<file path="config.mk">
export PLATFORM = sky130hd
export DESIGN_NAME = class_support_leaf_evaluator
export DESIGN_NICKNAME = d
export VERILOG_FILES = /design/src/hdl/clsle_pkg.sv /design/src/hdl/clsle_update.sv /design/src/hdl/clsle_result.sv /design/src/hdl/class_support_leaf_evaluator.sv
export SDC_FILE = /design/constraint.sdc
export NUM_CORES = 1
export LEC_CHECK = 0
export BUFFER_PORTS_ARGS = -buffer_cell sky130_fd_sc_hd__buf_2
export CORE_MARGIN = 2
export CORE_UTILIZATION = 51
export DETAILED_ROUTE_END_ITERATION = 6
export GPL_ROUTABILITY_DRIVEN = 0
export PLACE_DENSITY = 0.75
export SKIP_CTS_REPAIR_TIMING = 1
export SYNTH_ARGS = -nofsm -noshare
export SYNTH_HDL_FRONTEND = slang
export SYNTH_SLANG_ARGS = --single-unit
</file>
<file path="constraint.sdc">
create_clock -name i_clk -period 6.1 [get_ports i_clk]
set_input_delay 0.61 -clock i_clk [delete_from_list [all_inputs] [get_ports i_clk]]
set_output_delay 0.61 -clock i_clk [all_outputs]
set_load 0.03 [all_outputs]
</file>
<file path="src/hdl/clsle_pkg.sv">
package clsle_pkg;

    // Field widths
    localparam int CNT_W = 32;
    localparam int CLS_W = 4;
    localparam int TOT_W = CNT_W + 1;

    // Saturated running total: sticks at 2^32 once the sum passes the count range
    localparam logic [TOT_W-1:0] TOT_SAT = {1'b1, {CNT_W{1'b0}}};

    // Reset value of the minimum support register
    localparam logic [CNT_W-1:0] MIN_SUPPORT_RST = CNT_W'(1);

    // One class of a node
    typedef struct packed {
        logic [CNT_W-1:0] class_support;
        logic [CNT_W-1:0] global_support;
        logic             last_class;
    } t_req;

    // One leaf evaluation
    typedef struct packed {
        logic [CNT_W-1:0] leaf_error;
        logic [CLS_W-1:0] majority_class;
        logic             is_frequent;
        logic             is_pure_bound;
        logic             total_saturated;
    } t_res;

    // Node summary handed from the update stage to the result stage
    typedef struct packed {
        logic [TOT_W-1:0] total;
        logic [CNT_W-1:0] best_support;
        logic [CLS_W-1:0] best_class;
        logic [CNT_W-1:0] second_support;
    } t_fin;

endpackage

</file>
<file path="src/hdl/clsle_update.sv">
module clsle_update
    import clsle_pkg::*;
#(
    parameter int MAX_CLASSES = 16
) (
    input  logic i_clk,
    input  logic i_rst_n,
    input  logic i_valid,
    input  t_req i_req,
    output logic o_fin_valid,
    output t_fin o_fin
);

    localparam int IDX_W = (MAX_CLASSES > 1) ? $clog2(MAX_CLASSES) : 1;
    localparam logic [IDX_W-1:0] IDX_LAST = IDX_W'(MAX_CLASSES - 1);

    // Running node state
    logic [IDX_W-1:0] r_idx,    n_idx;
    logic [CNT_W-1:0] r_best,   n_best;
    logic [IDX_W-1:0] r_cls,    n_cls;
    logic [CNT_W-1:0] r_glob,   n_glob;
    logic [CNT_W-1:0] r_second, n_second;
    logic [TOT_W-1:0] r_total,  n_total;

    logic             r_fin_valid;
    t_fin             r_fin;

    logic [TOT_W:0]   sum;

    // Compare the new class against the running maximum and second maximum
    always_comb begin
        n_best   = r_best;
        n_cls    = r_cls;
        n_glob   = r_glob;
        n_second = r_second;
        if (r_idx == '0) begin
            n_best   = i_req.class_support;
            n_cls    = '0;
            n_glob   = i_req.global_support;
            n_second = '0;
        end else if (i_req.class_support > r_best) begin
            n_second = r_best;
            n_best   = i_req.class_support;
            n_cls    = r_idx;
            n_glob   = i_req.global_support;
        end else begin
            if (i_req.class_support > r_second) begin
                n_second = i_req.class_support;
            end
            // Equal support: larger dataset-wide support takes the majority
            if (i_req.class_support == r_best && i_req.global_support > r_glob) begin
                n_cls  = r_idx;
                n_glob = i_req.global_support;
            end
        end

        // Accumulate and clamp the total
        sum = {1'b0, r_total} + (TOT_W+1)'(i_req.class_support);
        if (sum > {1'b0, TOT_SAT}) begin
            n_total = TOT_SAT;
        end else begin
            n_total = sum[TOT_W-1:0];
        end

        // Advance the class number, holding at the last slot
        if (r_idx < IDX_LAST) begin
            n_idx = r_idx + IDX_W'(1);
        end else begin
            n_idx = r_idx;
        end
    end

    // Store node state; clear it after the last class
    always_ff @(posedge i_clk) begin
        if (!i_rst_n) begin
            r_idx    <= '0;
            r_best   <= '0;
            r_cls    <= '0;
            r_glob   <= '0;
            r_second <= '0;
            r_total  <= '0;
        end else if (i_valid) begin
            if (i_req.last_class) begin
                r_idx    <= '0;
                r_best   <= '0;
                r_cls    <= '0;
                r_glob   <= '0;
                r_second <= '0;
                r_total  <= '0;
            end else begin
                r_idx    <= n_idx;
                r_best   <= n_best;
                r_cls    <= n_cls;
                r_glob   <= n_glob;
                r_second <= n_second;
                r_total  <= n_total;
            end
        end
    end

    // Capture the node summary on the last class
    always_ff @(posedge i_clk) begin
        if (!i_rst_n) begin
            r_fin_valid <= 1'b0;
        end else begin
            r_fin_valid <= i_valid && i_req.last_class;
        end
    end

    always_ff @(posedge i_clk) begin
        if (i_valid && i_req.last_class) begin
            r_fin.total          <= n_total;
            r_fin.best_support   <= n_best;
            r_fin.best_class     <= CLS_W'(n_cls);
            r_fin.second_support <= n_second;
        end
    end

    assign o_fin_valid = r_fin_valid;
    assign o_fin       = r_fin;

endmodule

</file>
<file path="src/hdl/clsle_result.sv">
module clsle_result
    import clsle_pkg::*;
(
    input  logic             i_clk,
    input  logic             i_rst_n,
    input  logic             i_fin_valid,
    input  t_fin             i_fin,
    input  logic [CNT_W-1:0] i_min_support,
    output logic             o_done,
    output t_res             o_res
);

    logic             sat;
    logic [CNT_W-1:0] total;
    logic [CNT_W-1:0] err;
    logic [CNT_W:0]   bound;
    t_res             n_res;
    logic             r_done;
    t_res             r_res;

    // Derive the leaf figures from the node summary
    always_comb begin
        sat   = i_fin.total[CNT_W];
        total = sat ? '1 : i_fin.total[CNT_W-1:0];
        err   = total - i_fin.best_support;
        bound = {1'b0, err} + {1'b0, i_fin.second_support};

        n_res.leaf_error      = err;
        n_res.majority_class  = i_fin.best_class;
        n_res.is_frequent     = total >= i_min_support;
        n_res.is_pure_bound   = {1'b0, i_min_support} > bound;
        n_res.total_saturated = sat;
    end

    // Strobe the result for one cycle
    always_ff @(posedge i_clk) begin
        if (!i_rst_n) begin
            r_done <= 1'b0;
        end else begin
            r_done <= i_fin_valid;
        end
    end

    always_ff @(posedge i_clk) begin
        if (i_fin_valid) begin
            r_res <= n_res;
        end
    end

    assign o_done = r_done;
    assign o_res  = r_res;

endmodule

</file>
<file path="src/hdl/class_support_leaf_evaluator.sv">
// Path: the result strobe o_done follows the edge that accepts the last class of a
//   node through the input register, the node update and the result register.
// Throughput: one class request per cycle, every cycle; busy is low whenever not in reset.
// Reset: synchronous, active low; clears the node state and sets min_support to 1.
// The result is shown for exactly one cycle; the receiver cannot stall it.
module class_support_leaf_evaluator
    import clsle_pkg::*;
#(
    parameter int MAX_CLASSES = 16
) (
    input  logic             i_clk,
    input  logic             i_rst_n,
    input  logic             start,
    output logic             busy,
    input  t_req             i_req,
    input  logic             i_cfg_we,
    input  logic [CNT_W-1:0] i_cfg_wdata,
    output logic             o_done,
    output t_res             o_res
);

    logic [CNT_W-1:0] r_min;
    logic             r_in_valid;
    t_req             r_in;
    logic             fin_valid;
    t_fin             fin;

    // Hold off requests only while in reset
    assign busy = !i_rst_n;

    // Configuration register
    always_ff @(posedge i_clk) begin
        if (!i_rst_n) begin
            r_min <= MIN_SUPPORT_RST;
        end else if (i_cfg_we) begin
            r_min <= i_cfg_wdata;
        end
    end

    // Register the incoming request
    always_ff @(posedge i_clk) begin
        if (!i_rst_n) begin
            r_in_valid <= 1'b0;
        end else begin
            r_in_valid <= start && !busy;
        end
    end

    always_ff @(posedge i_clk) begin
        if (start && !busy) begin
            r_in <= i_req;
        end
    end

    clsle_update #(
        .MAX_CLASSES (MAX_CLASSES)
    ) u_update (
        .i_clk       (i_clk),
        .i_rst_n     (i_rst_n),
        .i_valid     (r_in_valid),
        .i_req       (r_in),
        .o_fin_valid (fin_valid),
        .o_fin       (fin)
    );

    clsle_result u_result (
        .i_clk         (i_clk),
        .i_rst_n       (i_rst_n),
        .i_fin_valid   (fin_valid),
        .i_fin         (fin),
        .i_min_support (r_min),
        .o_done        (o_done),
        .o_res         (o_res)
    );

endmodule

</file>
# == Word level (Yosys, flattened, before mapping) ==
# Index checks and enable logic that the tools add are counted.
# word_totals
register_bits,377
elab_cells,63
out_inout_bits,41
# classes
n_lt_le_gt_ge,7
n_addsub,4
reduce_logical,9
n_mux,20
n_eq_ne,1
# op_table
operator,count
two-way mux 32 bit,12
> comparator 32 bit,3
two-way mux 33 bit,2
adder 33 x 32 -> 34 bit,1
"> comparator 34 x 33 -> 1 bit, second input constant",1
adder 32 x 32 -> 33 bit,1
> comparator 32 x 33 -> 1 bit,1
equality test 32 bit,1
>= comparator 32 bit,1
subtractor 32 bit,1
two-way mux 4 bit,6
"adder 4 x 1 -> 4 bit, second input constant",1
zero test 4 bit,1
"less-than comparator 4 bit, second input constant",1
AND reduction 2 bit,2
nonzero test 4 bit,1
logical AND 1 bit,3
nonzero test 2 bit,1
zero test 1 bit,1

# == Logic depth before layout (Yosys ltp) ==
# Gate-level depths: netlist of run 1.
# logic_depth
word_depth,6
depth_mapped,33

# == By module ==
# A second synthesis of run 1 with hierarchy kept.
# hier_totals
cells_unflattened,2291
hier_area_um2,22816.9
# by_module_without_submodules
mod,cells_each,instances,area_per_inst_um2
clsle_update,1403,1,13561.8
clsle_result,716,1,6102.1
class_support_leaf_evaluator,172,1,3153.0

# == Least setup slack after synthesis of run 1 ==
# OpenSTA, ideal clock, no wires.
# synth_path
path_type,register to register
from,"reg u_update.r_fin, in the netlist u_update.o_fin[100]"
to,"reg u_result.r_res, in the netlist u_result.o_res[1], data pin"
synth_period_minus_slack_ns,5.829
setup_slack_ns,0.271
stages_incl_launch_ff,29
required_ns,5.825
n_path_buf,1
arrival_ns,5.555
path_cell_list,edfxtp_1 -> clkbuf_1 -> or2_2 -> ha_1 -> and4_1 -> a41o_1 -> a31oi_1 -> a41oi_1 -> o21ai_0 -> o21a_1 -> o221ai_1 -> o21a_1 -> nor2_1 -> xnor2_1 -> ha_1 -> a21o_1 -> a221oi_1 -> o21ai_0 -> a21oi_1 -> xnor2_1 -> ha_1 -> a21oi_1 -> nor2b_1 -> o21ai_0 -> nand2b_1 -> a2111oi_0 -> o21ai_0 -> o21ai_0 -> a41oi_1
# synth_rtl
element,line,text
"start, declared",clsle_update.sv:26,t_fin r_fin;
"end signal, assigned",clsle_result.sv:46,r_res <= n_res;
"end, declared",clsle_result.sv:19,t_res r_res;

==> results.yml, run 1 <==
run_status:
  status: "finished with violations"
  violations: "negative setup slack"
worst_setup_path:
  required_ps: 6500
  path_delay_family: "compound AO/OA/AOI/OAI gates"
  critical_path_class: "flip-flop to flip-flop"
  crit_slowest_cell: "edfxtp_1"
  critPathLaunchType: "flip-flop"
  crit_buf_inv: 2
  critPathLaunch: "u_update.o_fin[100]"
  cp-end-kind: "flip-flop"
  r2r_start: "u_update.o_fin[100]"
  crit_fanout: 6
  critPathMaxStageDelay_ps: 480
  crit_top_cell: "ha_1"
  worstPathArrival_ps: 6600
logic_synthesis:
  syn-num-nets: 2598
  synth-seq-cells: 377
  synth_edf_count: 205
  synth_area_mm2: 0.02297
  synth_ff_type: "edfxtp_1"
  synth_cells: 2236
  ys_seq_area_share_pct: 41.80
  synth_warnings: 0
  synth_cell_type_count: 87
  avgSynthCellArea_um2: 10.27
  synth-async-reset-ratio_pct: 0
sta:
  fmax_mhz: 161.3
  tightest_slew_ps: 1229
  timing.slew.headroom_pct: 17.87
  post-route-min-period_ps: 6198
  setup_viol: 1
  period_share_pct: 101.6
  fin_ws_ps: -98.29
  rsz0062_at_grt: "yes"
  slew_viol_final: 0
  skew_ps: 20.38
  hold_viol_final: 0
place:
  dp_slack_ps: -475.3
  dp_hpwl_um: 44170
  portBuffers: 141
detailed_routing:
  drt_iter0_markers: 1400
  wirelength_um: 60500
  viasPerCell: 5.999
  vias: 18350
  antenna_left: 0
  wl_per_cell_um: 19.78
  drc: 0
  dr.pass1.iters: 7
power:
  power.share.sequential_pct: 41.2
  p_int_w: 0.005043
  leakage_nw: 10.88
  p_total_w: 0.007025
  p_switching_w: 0.001982
  power_density_mw_per_mm2: 263.3
  p_comb_share_pct: 20.9
  clockPowerShare_pct: 37.9
  ir_drop_v: 0.0002497
  p_sw_share_pct: 28.22
worst_hold_path:
  hold_start: "i_req[41]"
  min_path_type: "input port to flip-flop"
cts:
  cts_inserted_buffers: 42
  clock_path_buffers: 3
  htreeDepth: 2
  clkSinkCount: 377
  cts_tree: "yes"
  clk_latency_ps: 570
  clkSlewWorstSetupHoldPaths_ps: 60
  root_buffer: "clkbuf_16"
global_route:
  grtUsageTotal_pct: 25.13
  grt_first_pass_wirelength_um: 93940
  grt_pass1_vias: 17780
  antenna_found_initial: 4
  grt-ovfl-total: 0
  grt_max_degree: 74
floorplan:
  dieWidth_um: 216.2
  placementRows: 77
  die_area_mm2: 0.04674
  coreArea_mm2: 0.04432
  die_y_um: 216.2
  start_util_pct: 51.82
  ios: 142
final_layout:
  area_growth_pct: 16.18
  drive_gt1_share_pct: 20.28
  fin_nets: 2797
  most-common-layout-cells: "ha_1 (245), edfxtp_1 (205), inv_1 (192), dfxtp_1 (171), nor2_1 (157)"
  fillers: 3545
  final_common_cell: "ha_1"
run:
  cap_viol_max_count: 0
## cells in the mapped netlist (21+ instances only)
| cell | n | area, um^2 |
|---|---|---|
| dfxtp_1 | 172 | 3443 |
| ha_1 | 258 | 3228 |
| mux2i_1 | 67 | 670.6 |
| xor2_1 | 29 | 254.0 |
| a221o_1 | 36 | 360.4 |
| edfxtp_1 | 205 | 6156 |
| nor3_1 | 48 | 240.2 |
| nand4_1 | 42 | 262.8 |
| inv_1 | 193 | 724.4 |
| a211oi_1 | 24 | 180.2 |
| o21a_1 | 26 | 195.2 |
| mux2_2 | 28 | 315.3 |
| nor2_1 | 163 | 611.8 |
| a21o_1 | 83 | 623.1 |
| or2_2 | 39 | 244.0 |
| clkbuf_1 | 47 | 176.4 |
| nand3_1 | 27 | 135.1 |
| a21oi_1 | 127 | 635.6 |
| and2_1 | 21 | 131.4 |
| nand2_1 | 91 | 341.6 |
| a22o_1 | 70 | 613.1 |
| a211oi_2 | 31 | 387.9 |
| nand2b_1 | 31 | 193.9 |
| o21ai_0 | 80 | 400.4 |
| nor2b_1 | 23 | 143.9 |
| o31ai_1 | 23 | 172.7 |
| xnor2_1 | 43 | 376.6 |
## power groups by stage
| stage | Sequential (W) | Clock [W] | Combinational, W |
|---|---|---|---|
| final | 0.00289 | 0.00267 | 0.00147 |
| after global routing | 0.00290 | 0.00282 | 0.00161 |
| after CTS | 0.00289 | 0.00272 | 0.00134 |
| after detailed placement | 0.00294 | 0 | 0.00133 |
| after global placement | 0.00294 | 0 | 0.00128 |
| after floorplan | 0.00292 | 0 | 0.000945 |
## layout make-up
cell class,count,area [um^2],share of cell area [%]
timing repair buffer,234,1415,5.304
antenna,1,2.502,0.009379
clock inverter,25,332.8,1.247
clock buffer,50,1121,4.202
inverter,194,728.2,2.729
multi-input combinational,1586,12740,47.75
sequential,377,9600,35.98
tap,592,740.7,2.776
## state kept, by name (all words and copies together) (netlist names)
| signal | count |
|---|---|
| u_result.o_res | 39 |
| r_in | 65 |
| u_update.r_best | 32 |
| u_update.r_idx | 4 |
| r_min | 32 |
| u_update.o_fin_valid | 1 |
| r_in_valid | 1 |
| u_update.r_glob | 32 |
| u_result.o_done | 1 |
| u_update.r_total | 33 |
| u_update.r_second | 32 |
| u_update.r_cls | 4 |
| u_update.o_fin | 101 |
## path summary, 6_finish.rpt
check | endpoint | slack (ps) | cells past startpoint
max | u_result.o_res[1] | -100 | 26
min | r_in[41] | 220 | 1
max reg2reg | u_result.o_res[1] | -100 | 26
min reg2reg | u_result.o_res[6] | 420 | 0
## worst register-to-register path: cells and delay by family (launching register included)
kind | cells | cell delay [ps]
compound gates | 15 | 2860
buf+inv | 2 | 340
simple gates | 5 | 1250
xor+xnor | 1 | 220
fa+ha+maj | 3 | 870
flops | 1 | 480
## per-stage QoR
| step | TNS (ps) | hold slack [ps] | instance area, um^2 | std cells | utilization, % |
|---|---|---|---|---|---|
| floorplan | 0 | 400.3 | 22970 | 2236 | - |
| global placement | -272.6 | 405.4 | 24570 | 2963 | 55.43 |
| detailed placement | -475.3 | 407.0 | 24570 | 2963 | 55.43 |
| CTS | -523.9 | 179.7 | 26020 | 3038 | 58.71 |
| global route | -249.9 | 191.2 | 26680 | 3058 | 60.20 |
| finish | -98.29 | 216.6 | 26680 | 3059 | 60.21 |
## cells by family (layout without fill, tap and decap cells)
kind of cell / Yosys count / in the layout / share of synthesized area, %
xor gates and xnor gates: 72 / 72 / 2.746
muxes: 99 / 99 / 4.489
adders and majority gates: 261 / 261 / 14.32
DFF: 377 / 377 / 41.80
and+or+nand+nor: 545 / 545 / 11.94
buffers and inverters: 273 / 503 / 5.023
other: 0 / 1 / 0
AOI/OAI and AO/OA: 609 / 609 / 19.68
## metal layers
metal  part of all wire [%]  wire length (um)  track usage [%]
met2                     45             27080            39.80
met1                     43             25940            33.77
met4                    4.2              2538            10.68
met5                  0.063                38                0
met3                    8.1              4904            4.716
(Power assumes the default switching activity.)
==> run 2, diff against run 1 <==
--- a/config.mk
+++ b/config.mk
@@ -6,7 +6,7 @@
 export NUM_CORES = 1
 export LEC_CHECK = 0
 export BUFFER_PORTS_ARGS = -buffer_cell sky130_fd_sc_hd__buf_2
-export CORE_MARGIN = 2
+export CAP_MARGIN = 0
 export CORE_UTILIZATION = 51
 export DETAILED_ROUTE_END_ITERATION = 6
 export GPL_ROUTABILITY_DRIVEN = 0
==> constraint.sdc (replaced) <==
create_clock -name i_clk -period 6.1 [get_ports i_clk]
set_input_delay 0.915 -clock i_clk [delete_from_list [all_inputs] [get_ports i_clk]]
set_output_delay 0.915 -clock i_clk [all_outputs]
set_load 0.03 [all_outputs]
==> run 2 against run 1 <==
Net effect: the run ends with design-rule violations left; cell count down 0.42%; combinational power barely moved; clock skew shrank 6.2 ps; via count shrank 0.51%; fmax rose by 3.1%; cell area decreased by 0.70%; clock power about the same; total power fell by 0.49%.
==> results.yml, run 2 (synthesized netlist as in run 1, its figures left out) <==
run_status:
  status: "finished with violations"
  violations: "design-rule violations"
floorplan:
  die_y_um: 214.2
  dieWidth_um: 214.2
  die_area_mm2: 0.04588
  placementRows: 77
  start_util_pct: 51.82
  ios: 142
  coreArea_mm2: 0.04432
global_route:
  grt_pass1_vias: 17911
  antenna_found_initial: 4
  grt-ovfl-total: 0
  grt_first_pass_wirelength_um: 92690
  grtUsageTotal_pct: 25.21
  grt_max_degree: 74
final_layout:
  fin_cells: 3046
  area_growth_pct: 15.36
  utilization_pct: 59.78
  seq_area_mm2: 0.009600
  drive_gt1_share_pct: 19.45
  final_common_cell: "ha_1"
  fillers: 3613
  largest_reg_flops: 101
  multiInputGateArea_mm2: 0.01264
  most-common-layout-cells: "ha_1 (249), edfxtp_1 (205), inv_1 (193), dfxtp_1 (171), nor2_1 (157)"
  fin_nets: 2783
sta:
  tightest_slew_ps: 1166
  fin_ws_ps: 86.91
  hold_viol_final: 0
  period_share_pct: 98.58
  post-route-min-period_ps: 6013
  fmax_mhz: 166.3
  worst_hold_slack_ps: 420.8
  skew_ps: 14.17
  setup_viol: 0
  timing.slew.headroom_pct: 22.29
  slew_viol_final: 0
  tns_ps: 0
  rsz0062_at_grt: "yes"
detailed_routing:
  drc: 3
  wl_per_cell_um: 19.53
  drt_iter0_markers: 1080
  dr.pass1.iters: 7
  antenna_left: 0
  vias: 18256
  viasPerCell: 5.993
  wirelength_um: 59500
power:
  leakage_nw: 10.81
  ir_drop_v: 0.0002261
  power_density_mw_per_mm2: 263.8
cts:
  cts_tree: "yes"
  clkSlewWorstSetupHoldPaths_ps: 60
  cts_inserted_buffers: 41
  clkSinkCount: 377
  clock_path_buffers: 3
  root_buffer: "clkbuf_16"
  clk_latency_ps: 580
  htreeDepth: 2
worst_hold_path:
  min_path_type: "flip-flop to flip-flop"
worst_setup_path:
  critPathLaunchType: "flip-flop"
  crit_fanout: 22
  critical_path_class: "flip-flop to flip-flop"
  required_ps: 6510
  cp-end-kind: "flip-flop"
  worstPathArrival_ps: 6420
place:
  dp_hpwl_um: 43330
  dpl.cell_count: 2958
  portBuffers: 141
  dp_slack_ps: -467.2
run:
  cap_viol_max_count: 0
==> run 2: cell count changes in the layout (fill, tap and decap cells not counted), moves of 3 or more <==
cell | before | now
buf_4 | 90 | 77
ha_1 | 245 | 249
clkbuf_8 | 4 | 7
ha_4 | 11 | 8
o21ai_0 | 65 | 68
o21ai_1 | 15 | 12
==> run 2: final cells by class <==
cell class              instances  area share, %
diodes                          1       0.009445
clock inverters                23          1.133
multi-input cells            1586          47.70
repair buffers                221          5.006
well taps                     592          2.796
flip-flops and latches        377          36.24
inverters                     194          2.749
clock buffers                  52          4.373
==> run 2: metal layers <==
metal / track usage (%) / part of all wire, % / up-vias
li1: - / - / 8677
met3: 5.972 / 8.4 / 162
met2: 40.88 / 45 / 769
met4: 10.98 / 4.1 / 6
met1: 32.06 / 42 / 8642
met5: 0 / 0.057 / -
==> run 2: worst max-delay path, stage by stage (launching register included) <==
cell,delay [ps]
edfxtp_1,510
buf_6,170
buf_4,180
or2_2,330
ha_1,310
a21o_1,180
a211o_1,320
a211oi_2,260
a21oi_4,130
a211oi_1,230
o21bai_1,120
a21oi_1,150
o21bai_1,90
xor2_1,160
ha_1,340
and3_1,190
a221oi_2,260
o21ai_2,120
buf_4,150
o221a_2,280
nor4_2,170
a311oi_1,90
ha_1,320
o21ai_0,80
a221o_1,300
a31oi_1,150
o21ai_1,90
a41oi_1,160
==> run 2: where the power goes <==
part | internal, W | switching (W) | total [W]
Sequential | 0.00280 | 0.0000933 | 0.00289
Combinational | 0.000611 | 0.000830 | 0.00144
Clock | 0.00161 | 0.00105 | 0.00266
Total | 0.00502 | 0.00197 | 0.00699
==> run 2: final timing paths <==
path,from,end,slack (ps),cells after the start
max,u_update.o_fin[100],u_result.o_res[1],90,27
min,u_update.o_fin[34],u_result.o_res[5],420,0
max reg2reg,u_update.o_fin[100],u_result.o_res[1],90,27
min reg2reg,u_update.o_fin[34],u_result.o_res[5],420,0
==> run 2: stage by stage <==
stage / total power [W] / cell area [um^2]
2_1_floorplan: 0.003862 / 22970
3_3_place_gp: 0.004212 / 24540
3_5_place_dp: 0.004266 / 24540
4_1_cts: 0.006930 / 26000
5_1_grt: 0.007273 / 26490
6_report: 0.006990 / 26490
==> run 3, diff against run 2 <==
==> constraint.sdc (replaced) <==
create_clock -name i_clk -period 6.1 [get_ports i_clk]
set_input_delay 0 -clock i_clk [delete_from_list [all_inputs] [get_ports i_clk]]
set_output_delay 0 -clock i_clk [all_outputs]
set_load 0.03 [all_outputs]
==> run 3 against run 2 <==
Net effect: the run ends with negative setup slack left; total power is 1.7% lower; non-clock buffer count rose by 117; clock power shrank 6%; setup slack worse by 130 ps; fmax fell by 2.1%; combinational power grew 3%; die area unchanged; first-iteration DRC count up 23%; utilization grew 2.1 points; sequential power about the same; hold slack got worse by 280 ps; critical path type unchanged; largest power group unchanged.
==> results.yml, run 3 (synthesized netlist as in run 1, its figures left out) <==
sta:
  skew_ps: 25.62
  period_share_pct: 100.7
  rsz0062_at_grt: "yes"
  post-route-min-period_ps: 6143
  setup_viol: 1
  slew_viol_final: 0
  tightest_slew_ps: 1184
  hold_viol_final: 0
  worst_hold_slack_ps: 143.2
  timing.slew.headroom_pct: 21.09
  fin_ws_ps: -42.61
  fmax_mhz: 162.8
worst_setup_path:
  critPathLaunchType: "flip-flop"
  crit_top_cell: "buf_4"
  crit_slowest_cell: "edfxtp_1"
  critical_path_class: "flip-flop to flip-flop"
  critPathMaxStageDelay_ps: 440
  required_ps: 6500
  worstPathArrival_ps: 6540
  rrSetupSlack_ps: -40
  crit_fanout: 4
  cp-end-kind: "flip-flop"
power:
  leakage_nw: 11.22
  ir_drop_v: 0.0002250
  power_density_mw_per_mm2: 250.5
detailed_routing:
  antenna_left: 0
  vias: 18560
  wirelength_um: 60910
  drt_iter0_markers: 1333
  dr.pass1.iters: 5
  wl_per_cell_um: 19.27
  drc: 0
  viasPerCell: 5.872
global_route:
  grtUsageTotal_pct: 24.84
  grt_max_degree: 74
  grt-ovfl-total: 0
  antenna_found_initial: 0
  grt_pass1_vias: 17578
  grt_first_pass_wirelength_um: 91710
cts:
  cts_tree: "yes"
  clkSinkCount: 377
  cts_inserted_buffers: 40
  clock_path_buffers: 3
  htreeDepth: 2
  root_buffer: "clkbuf_16"
  clk_latency_ps: 570
  clkSlewWorstSetupHoldPaths_ps: 60
final_layout:
  postLayoutCellArea_mm2: 0.02744
  fin_nets: 2899
  utilization_pct: 61.91
  most-common-layout-cells: "ha_1 (248), edfxtp_1 (205), inv_1 (193), dfxtp_1 (171), nor2_1 (158)"
  area_growth_pct: 19.46
  antenna_cells: 0
  fin_cells: 3161
  largest_reg_flops: 101
  final_common_cell: "ha_1"
  drive_gt1_share_pct: 18.88
  fillers: 3541
run:
  cap_viol_max_count: 0
place:
  dp_hpwl_um: 42890
  dpl.cell_count: 2970
  placed_cell_area_mm2: 0.02463
  dp_slack_ps: -575.9
  portBuffers: 141
floorplan:
  placementRows: 77
  ios: 142
  coreArea_mm2: 0.04432
  die_y_um: 214.2
  start_util_pct: 51.82
  dieWidth_um: 214.2
  die_area_mm2: 0.04588
run_status:
  status: "finished with violations"
  violations: "negative setup slack"
worst_hold_path:
  min_path_type: "input port to flip-flop"
-- run 3: cell types whose count changed in the layout (fill, tap and decap cells not counted), moves of 2 or more --
cell | before | now
inv_6 | 3 | 0
or2_4 | 6 | 2
buf_4 | 77 | 93
dlygate4sd3_1 | 0 | 101
clkinv_2 | 7 | 9
nor2b_1 | 22 | 20
bufinv_16 | 6 | 3
or2_2 | 33 | 37
ha_4 | 8 | 6
clkbuf_8 | 7 | 2
clkinv_4 | 1 | 3
ha_2 | 1 | 4
clkbuf_1 | 3 | 6
-- run 3: routing by layer --
layer / up-vias / part of all wire [%] / GRT usage, %
met5: - / 0 / 0
met4: 0 / 3.7 / 10.69
met3: 131 / 7.2 / 4.043
met2: 722 / 46 / 40.64
met1: 8811 / 43 / 32.53
li1: 8896 / - / -
-- run 3: layout make-up --
class / count / area, um^2 / share of cell area, %
multi-input combinational: 1586 / 12560 / 45.78
sequential: 377 / 9600 / 34.99
timing repair buffer: 338 / 2457 / 8.957
clock buffer: 51 / 1126 / 4.105
tap: 592 / 740.7 / 2.700
inverter: 194 / 728.2 / 2.654
clock inverter: 23 / 222.7 / 0.8118
-- run 3: critical path: cells and delay by family (launching register included) --
family	cells	cell delay, ps
AOI/OAI and AO/OA	18	3190
xor gates and xnor gates	1	170
adders and majority gates	3	950
buffers and inverters	4	640
DFF	1	440
and+or+nand+nor	3	570
-- run 3: power by group --
part | leakage, nW | total (W) | switching [W] | internal, W
Clock | 0.652 | 0.00249 | 0.00105 | 0.00145
Combinational | 7.26 | 0.00149 | 0.000830 | 0.000658
Sequential | 3.31 | 0.00289 | 0.0000940 | 0.00280
Total | 11.2 | 0.00687 | 0.00197 | 0.00490
-- run 3: per-stage QoR --
step	setup TNS, ps	power [W]
after global placement	-294.6	0.004221
final	-42.61	0.006874
after detailed placement	-575.9	0.004274
after CTS	-599.9	0.006759
after floorplan	0	0.003862
after global routing	-398.6	0.007155
-- run 3: path summary, 6_finish.rpt --
check                           cells past startpoint           startpoint                end
worst max-delay path                               29  u_update.o_fin[100]  u_result.o_res[1]
worst min-delay path                                2            i_req[18]           r_in[18]
worst max register to register                     29  u_update.o_fin[100]  u_result.o_res[1]
worst min register to register                      0   u_update.o_fin[34]  u_result.o_res[5]
